## config.mk

```make
export PLATFORM = sky130hd
export DESIGN_NAME = csrd_front
export DESIGN_NICKNAME = d
export VERILOG_FILES = /design/src/rtl/core/csrd_pkg.sv /design/src/rtl/core/csrd_front.sv
export SDC_FILE = /design/constraint.sdc
export NUM_CORES = 1
export LEC_CHECK = 0
export ABC_AREA = 1
export ABC_CLOCK_PERIOD_IN_PS = 5300
export BUFFER_PORTS_ARGS = -buffer_cell sky130_fd_sc_hd__buf_2
export CAP_MARGIN = 0
export CORE_UTILIZATION = 45
export CTS_BUF_LIST = sky130_fd_sc_hd__clkbuf_8
export DETAILED_ROUTE_END_ITERATION = 16
export GPL_ROUTABILITY_DRIVEN = 0
export PLACE_DENSITY = 0.76
export RECOVER_POWER = 100
export SYNTH_ARGS = -nofsm -noshare
export SYNTH_HDL_FRONTEND = slang
export SYNTH_SLANG_ARGS = --single-unit
```

## constraint.sdc

```tcl
create_clock -name clk -period 5.3 [get_ports clk]
set_input_delay 0.53 -clock clk [delete_from_list [all_inputs] [get_ports clk]]
set_output_delay 0.53 -clock clk [all_outputs]
set_load 0.02 [all_outputs]
```

## src/rtl/core/csrd_pkg.sv

```systemverilog
// Package for the CSR row densify block: shared types, codes and sizes.
// Used by csrd_front, csrd_back and csr_row_densify_top; depends on nothing.
package csrd_pkg;

	// Default sizes of the stores.
	localparam int P_MAX_ROWS     = 256;
	localparam int P_MAX_NONZEROS = 1024;
	localparam int P_MAX_COLS     = 64;

	// Depths of the command queue and of the result queue.
	localparam int CQ_DEPTH = 2;
	localparam int OQ_DEPTH = 4;

	// Field widths of the input and result words.
	localparam int OP_W     = 2;
	localparam int ADDR_W   = 10;
	localparam int RSTART_W = 11;
	localparam int COL_W    = 6;
	localparam int VAL_W    = 32;
	localparam int RIDX_W   = 9;
	localparam int NROWS_W  = 9;
	localparam int NCOLS_W  = 7;

	// Operation codes of an input word.
	localparam logic [OP_W-1:0] OP_WR_PTR = 2'd0;
	localparam logic [OP_W-1:0] OP_WR_NZ  = 2'd1;
	localparam logic [OP_W-1:0] OP_QUERY  = 2'd2;

	// Register indexes, taken from paddr[2].
	localparam logic REG_NUM_ROWS = 1'b0;
	localparam logic REG_NUM_COLS = 1'b1;

	// Command kinds after classification in the front part.
	typedef enum logic [1:0] {
		CMD_WR_PTR,
		CMD_WR_NZ,
		CMD_QUERY,
		CMD_ERROR
	} cmd_kind_t;

	// One classified command; addr holds the resolved row for a query.
	typedef struct packed {
		cmd_kind_t             kind;
		logic [ADDR_W-1:0]     addr;
		logic [RSTART_W-1:0]   row_start;
		logic [COL_W-1:0]      column;
		logic [VAL_W-1:0]      value;
		logic [NCOLS_W-1:0]    ncols;
		logic                  fin;
	} cmd_t;

	// Configuration registers as seen by the front part.
	typedef struct packed {
		logic [NROWS_W-1:0] num_rows;
		logic [NCOLS_W-1:0] num_cols;
	} cfg_t;

	// One result word.
	typedef struct packed {
		logic [COL_W-1:0] column;
		logic [VAL_W-1:0] value;
		logic             last;
		logic             bend;
		logic             err;
	} res_t;

	// A result in flight while its value is read from the row buffer.
	typedef struct packed {
		logic [COL_W-1:0] column;
		logic             last;
		logic             bend;
		logic             err;
		logic             use_ram;
	} emit_t;

	// States of the back part.
	typedef enum logic [2:0] {
		BK_IDLE,
		BK_PTR_A,
		BK_PTR_B,
		BK_WALK,
		BK_EMIT
	} bk_state_t;

endpackage

```

## src/rtl/core/csrd_front.sv

```systemverilog
// Front part: accepts input words, classifies them and queues commands.
// Depends on csrd_pkg; feeds csrd_back through a short command queue.
module csrd_front #(
	parameter int MAX_ROWS     = csrd_pkg::P_MAX_ROWS,
	parameter int MAX_NONZEROS = csrd_pkg::P_MAX_NONZEROS,
	parameter int MAX_COLS     = csrd_pkg::P_MAX_COLS
) (
	input  logic                          clk,
	input  logic                          arst_n,
	input  csrd_pkg::cfg_t                cfg,
	input  logic                          push,
	output logic                          full,
	input  logic [csrd_pkg::OP_W-1:0]     op,
	input  logic [csrd_pkg::ADDR_W-1:0]   addr,
	input  logic [csrd_pkg::RSTART_W-1:0] row_start,
	input  logic [csrd_pkg::COL_W-1:0]    column,
	input  logic [csrd_pkg::VAL_W-1:0]    value_bits,
	input  logic [csrd_pkg::RIDX_W-1:0]   row_index,
	input  logic                          final_row,
	output logic                          cmd_valid,
	output csrd_pkg::cmd_t                cmd,
	input  logic                          cmd_pop
);

	import csrd_pkg::*;

	localparam int PW  = (CQ_DEPTH > 1) ? $clog2(CQ_DEPTH) : 1;
	localparam int CNW = $clog2(CQ_DEPTH + 1);

	logic [NROWS_W-1:0] nrows;
	logic [NCOLS_W-1:0] ncols;
	logic [10:0]        ix_ext;
	logic [10:0]        ix_res;
	logic               in_range;
	logic               keep;
	cmd_t               cmd_new;
	logic               accept;

	cmd_t               q_mem [CQ_DEPTH];
	logic [PW-1:0]      wr_ptr_q;
	logic [PW-1:0]      rd_ptr_q;
	logic [CNW-1:0]     count_q;

	// Clamp row and column counts to the store sizes; zero columns give one.
	always_comb begin
		if (32'(cfg.num_rows) > MAX_ROWS) begin
			nrows = NROWS_W'(MAX_ROWS);
		end else begin
			nrows = cfg.num_rows;
		end
		if (cfg.num_cols == '0) begin
			ncols = NCOLS_W'(1);
		end else if (32'(cfg.num_cols) > MAX_COLS) begin
			ncols = NCOLS_W'(MAX_COLS);
		end else begin
			ncols = cfg.num_cols;
		end
	end

	// Resolve a negative row index against the row count and range check it.
	always_comb begin
		ix_ext = {{2{row_index[RIDX_W-1]}}, row_index};
		if (row_index[RIDX_W-1]) begin
			ix_res = ix_ext + {2'b00, nrows};
		end else begin
			ix_res = ix_ext;
		end
		in_range = !ix_res[10] && (ix_res < {2'b00, nrows});
	end

	// Classify the word; dropped words are accepted but never queued.
	always_comb begin
		cmd_new.kind      = CMD_WR_PTR;
		cmd_new.addr      = addr;
		cmd_new.row_start = row_start;
		cmd_new.column    = column;
		cmd_new.value     = value_bits;
		cmd_new.ncols     = ncols;
		cmd_new.fin       = final_row;
		keep              = 1'b0;
		unique case (op)
			OP_WR_PTR: begin
				cmd_new.kind = CMD_WR_PTR;
				keep         = (32'(addr) <= MAX_ROWS);
			end
			OP_WR_NZ: begin
				cmd_new.kind = CMD_WR_NZ;
				keep         = (32'(addr) < MAX_NONZEROS);
			end
			OP_QUERY: begin
				cmd_new.kind = in_range ? CMD_QUERY : CMD_ERROR;
				cmd_new.addr = ix_res[ADDR_W-1:0];
				keep         = 1'b1;
			end
			default: begin
				keep = 1'b0;
			end
		endcase
	end

	assign full      = (count_q == CNW'(CQ_DEPTH));
	assign accept    = push && !full;
	assign cmd_valid = (count_q != '0);
	assign cmd       = q_mem[rd_ptr_q];

	// Command queue storage.
	always_ff @(posedge clk) begin
		if (accept && keep) begin
			q_mem[wr_ptr_q] <= cmd_new;
		end
	end

	// Command queue pointers and fill count.
	always_ff @(posedge clk or negedge arst_n) begin
		if (!arst_n) begin
			wr_ptr_q <= '0;
			rd_ptr_q <= '0;
			count_q  <= '0;
		end else begin
			if (accept && keep) begin
				wr_ptr_q <= (wr_ptr_q == PW'(CQ_DEPTH - 1)) ? '0 : wr_ptr_q + PW'(1);
			end
			if (cmd_pop) begin
				rd_ptr_q <= (rd_ptr_q == PW'(CQ_DEPTH - 1)) ? '0 : rd_ptr_q + PW'(1);
			end
			if ((accept && keep) && !cmd_pop) begin
				count_q <= count_q + CNW'(1);
			end else if (!(accept && keep) && cmd_pop) begin
				count_q <= count_q - CNW'(1);
			end
		end
	end

endmodule

```

[Yosys cells after proc, flatten, opt, wreduce, memory -nomap -nowiden]
Memory sizes are Yosys's and may differ from the RTL's.
Cells that the tools add are included.
Cells by class
  add/subtract/negate cells: 5
  order comparisons: 4
  equal/unequal tests: 3
  multiplexer cells: 14
  reduce and logical (&&, ||, !) cells: 14
Operators by type and width (count)
  $mux W7: 2
  $add A9 B10 Y11: 1
  $lt A11 B9 Y1: 1
  $mux W11: 1
  $le A10 B9 Y1 const B: 1
  $mux W10: 1
  $gt A9 B9 Y1 const B: 1
  $mux W9: 1
  $gt A7 B7 Y1 const B: 1
  $logic_not A7 Y1: 1
  $logic_and A1 B1 Y1: 5
  $mux W1: 5
  $eq A2 B2 Y1 const B: 2
  $logic_not A1 Y1: 4
  $mux W2: 2
  $pmux W2 S2: 1
  $reduce_bool A2 Y1: 2
  $add A1 B1 Y1 const B: 2
  $add A2 B1 Y2 const B: 1
  $eq A2 B1 Y1 const B: 1
  $logic_not A2 Y1: 1
  $pmux W1 S2: 1
  $reduce_or A2 Y1: 1
  $sub A2 B1 Y2 const B: 1
Storage, ports and cells
  register bits: 4
  RAM bits: 138
  bits of input ports: 91
  logic and storage cells: 44
  memories kept: 1
Memories
  q_mem: words 2, bits a word 69, rd ports 1, clocked after Yosys merged registers in 0, write ports 1, line csrd_front.sv:39  | cmd_t q_mem [CQ_DEPTH];

[Depth between registers and ports, before layout]
  word-level depth: 8
  gate-level depth with buffers: 21
  depth with buffers taken out: 21

[Least setup slack after synthesis]
No wires, ideal clock.
  path type: input -> register
  start: in addr[1] (netlist name)
  end: mem q_mem[1][0] (netlist name), enable pin
  arrival: 3.972 ns
  data required time: 4.802 ns
  slack: 0.830 ns
  cell stages on the path: 7
  buffers on the path: 0
  path through: nor2_1 nand3_1 o21ai_0 nand3b_1 nand2_1 nand3_1 nor2_1
Between the ends
  longest elaborated chain between the ends: 5
RTL lines
  start: declaration: line csrd_front.sv:14  | input logic [csrd_pkg::ADDR_W-1:0] addr,
  $le A10 B9 Y1: line csrd_front.sv:84  | keep = (32'(addr) <= MAX_ROWS);
  $pmux W1 S2: line csrd_front.sv:81  | unique case (op)
  $logic_and A1 B1 Y1: line csrd_front.sv:108  | if (accept && keep) begin
  $mux W1: line csrd_front.sv:108
  $mux W1 (implied by the code): line csrd_front.sv:109  | q_mem[wr_ptr_q] <= cmd_new;
  end: declaration: line csrd_front.sv:39
No other way between the ends.

==> metrics.txt <==
post_cts resized 0; Worst R2R End q_mem[0][39]$_DFFE_PP_; Post-synth EDFFs between 100 and 150; Post-Route Utilization 0.5499; IO Count 162; dominant cell type by area after synthesis edfxtp_1; Tightest Hold Check Type in2reg; synthesized cell area 0.006359 mm2; fin cells approximately 800; Fillers 1,185; grt ovf 0; commonest non-fill, non-tap cell in the layout edfxtp_1; CP endpoint kind output pin; die width 120.9 um; Setup WS post-layout 1.459 ns; CTS Hold Buffers Added 1; Final Setup Violations 0; library cells used by synthesis 36; Post-Route Setup TNS 0 ns; post-synthesis net count 566; H-tree Lvls 4; Starting Density 0.4599; Crit Path Max Fanout 37; Site Rows 43; port bufs 161; sequential share of the synthesized area 0.6675; post-place setup slack 1.780 ns; Yosys reg bits about 140; commonest cells after routing, fill and taps aside edfxtp_1, clkbuf_1, nand2_1, mux2_2, buf_2; All-Layer GR Usage 0.1757; Req. time, crit path 4.77 ns; Crit path buffers/inverters 2; Core Footprint 0.01383 mm2; Hold EP q_mem[0][32]$_DFFE_PP_; kind of critical path reg2out; slew margin rel. -0.2101; Leak Pwr between 0.002 and 0.003 uW; final setup skew just under 0.007 ns; first-pass GRT wire length between 15 and 20 mm; status finished with violations; violated checks max-capacitance violations, max-slew violations; total number of vias 4,082; Clk pin slew, worst setup/hold paths 0.08 ns; ys flop type edfxtp_1; R2R Path Start count_q[1]$_DFFE_PN0P_; hold path startpoint value_bits[24]; top cell type's share of synthesized area 0.6517; fraction of registers with async set/reset 0.02817; Worst Tran Pin Value 1.815 ns; dpl hpwl 8.897 mm; worst hold path stage count 1; CP max stage delay 1.30 ns; fin. max-slew vios 70; root buffer cell clkbuf_8; vias in the first global route between 3,000 and 4,000; fmax 260.3 MHz; drt initial violations 224; initial antenna violation count 0; Peak VDD IR 0.0002073 V; reg-to-reg slack, setup 2.38 ns; Cell Area, Placed between 0.007 and 0.008 mm2; pwr/cell area 436.1 mW/mm2; final hold violation count 0; syn avg cell area roughly 14 um2; cell family with most CP delay flip-flops; n_diodes 0; Max Cap Violations 1; RSZ-0062 raised after global routing no; r2r worst-path depth 6; TritonCTS Buffers 17; largest net degree at the start of global routing 70; WL per Instance 15.59 um; share of layout cells above drive strength 1 0.2653; CTS sink cnt between 100 and 150; crit share post-route 0.7248; worst-skew pair later-pin latency 0.42 ns; Die ar. 0.01461 mm2; Design Area, Final 0.007604 mm2; nets@finish roughly 740; routed wire length 12.74 mm; Post-CTS Setup Inserts 0; Final ANT Viol Nets 0; cell-by-cell listing of the critical path clkbuf_2 > mux2_2 > clkbuf_1; Area growth, synth to finish 19.58%; Ys Warns 0; TritonRoute pass-1 iters 4; die height roughly 120 um; CTS Buffer Depth 2; Slowest-stage cell, CP dfrtp_1; nature of the critical path startpoint flop; final worst path period need roughly 3.8 ns; DR DRC count 0; Vias per Instance approximately 5.0; crit path DAT about 3.3 ns; placed insts 784; top cells by area, synth edfxtp_1, mux2_2, ha_1; cells after synthesis about 450; CTS tree yes
## cell usage after synthesis (all sizes together) (2+ instances only)
| cell type | instances |
|---|---|
| nand3b | 2 |
| nand4 | 2 |
| a21oi | 10 |
| a31oi | 2 |
| nand2 | 71 |
| xnor2 | 3 |
| o21ai | 16 |
| a31o | 2 |
| buf | 10 |
| dfrtp | 4 |
| edfxtp | 138 |
| mux2 | 69 |
| xor2 | 4 |
| clkbuf | 2 |
| ha | 23 |
| nand3 | 13 |
| nor2 | 24 |
| inv | 44 |
| nor3 | 5 |
## power by group
| group | switching (uW) | total [uW] | internal, uW |
|---|---|---|---|
| Combinational | 611 | 982 | 371 |
| Sequential | 81.4 | 1460 | 1380 |
| Clock | 438 | 873 | 434 |
| Total | 1130 | 3320 | 2180 |
## metal layers
layer	share of wire	global-route usage	vias to the layer above
li1	-	-	1965
met1	0.42	0.2071	1938
met2	0.50	0.3043	164
met3	0.072	0.05451	15
met4	0.014	0.05633	0
met5	0	0	-
## how the worst max path moves through the flow
stage	from	end	depth (start not counted)
final	rd_ptr_q$_DFFE_PN0P_	cmd[50]	3
after global routing	cfg[13]	q_mem[1][67]$_DFFE_PP_	22
after detailed placement	cfg[10]	q_mem[0][67]$_DFFE_PP_	22
after floorplan	addr[1]	q_mem[1][0]$_DFFE_PP_	7
after global placement	cfg[9]	q_mem[0][67]$_DFFE_PP_	22
after CTS	rd_ptr_q$_DFFE_PN0P_	cmd[65]	3
## cells by family (layout without fill, tap and decap cells)
group	count (synthesis)	after routing	share of synthesized area
flip-flops	142	142	0.6675
AND/OR/NAND/NOR	120	120	0.08107
adder cells (fa/ha/maj)	24	24	0.04841
XOR/XNOR	7	7	0.009642
AO/OA/AOI/OAI	32	32	0.03286
multiplexers	70	70	0.1238
buffers and inverters	56	242	0.03680
## flip-flops by register name, indices dropped and copies added, names as in the netlist
register  cells
count_q       2
q_mem       138
wr_ptr_q      1
rd_ptr_q      1
## stage by stage
step                hold slack (ns)  power (uW)
finish                       0.2888        3316
global route                 0.2458        3479
CTS                          0.2550        3404
detailed placement           0.3443        2527
global placement             0.3407        2503
floorplan                    0.2344        2204
## cell type report
| type | count | area, um2 | area share |
|---|---|---|---|
| flip-flops and latches | 142 | 4244 | 0.5582 |
| multi-input cells | 253 | 1852 | 0.2435 |
| repair buffers | 166 | 705.7 | 0.09281 |
| clock buffers | 17 | 234.0 | 0.03077 |
| well taps | 180 | 225.2 | 0.02962 |
| clock inverters | 15 | 177.7 | 0.02337 |
| inverters | 44 | 165.2 | 0.02172 |
No activity file was read; power rests on OpenSTA's default activity.
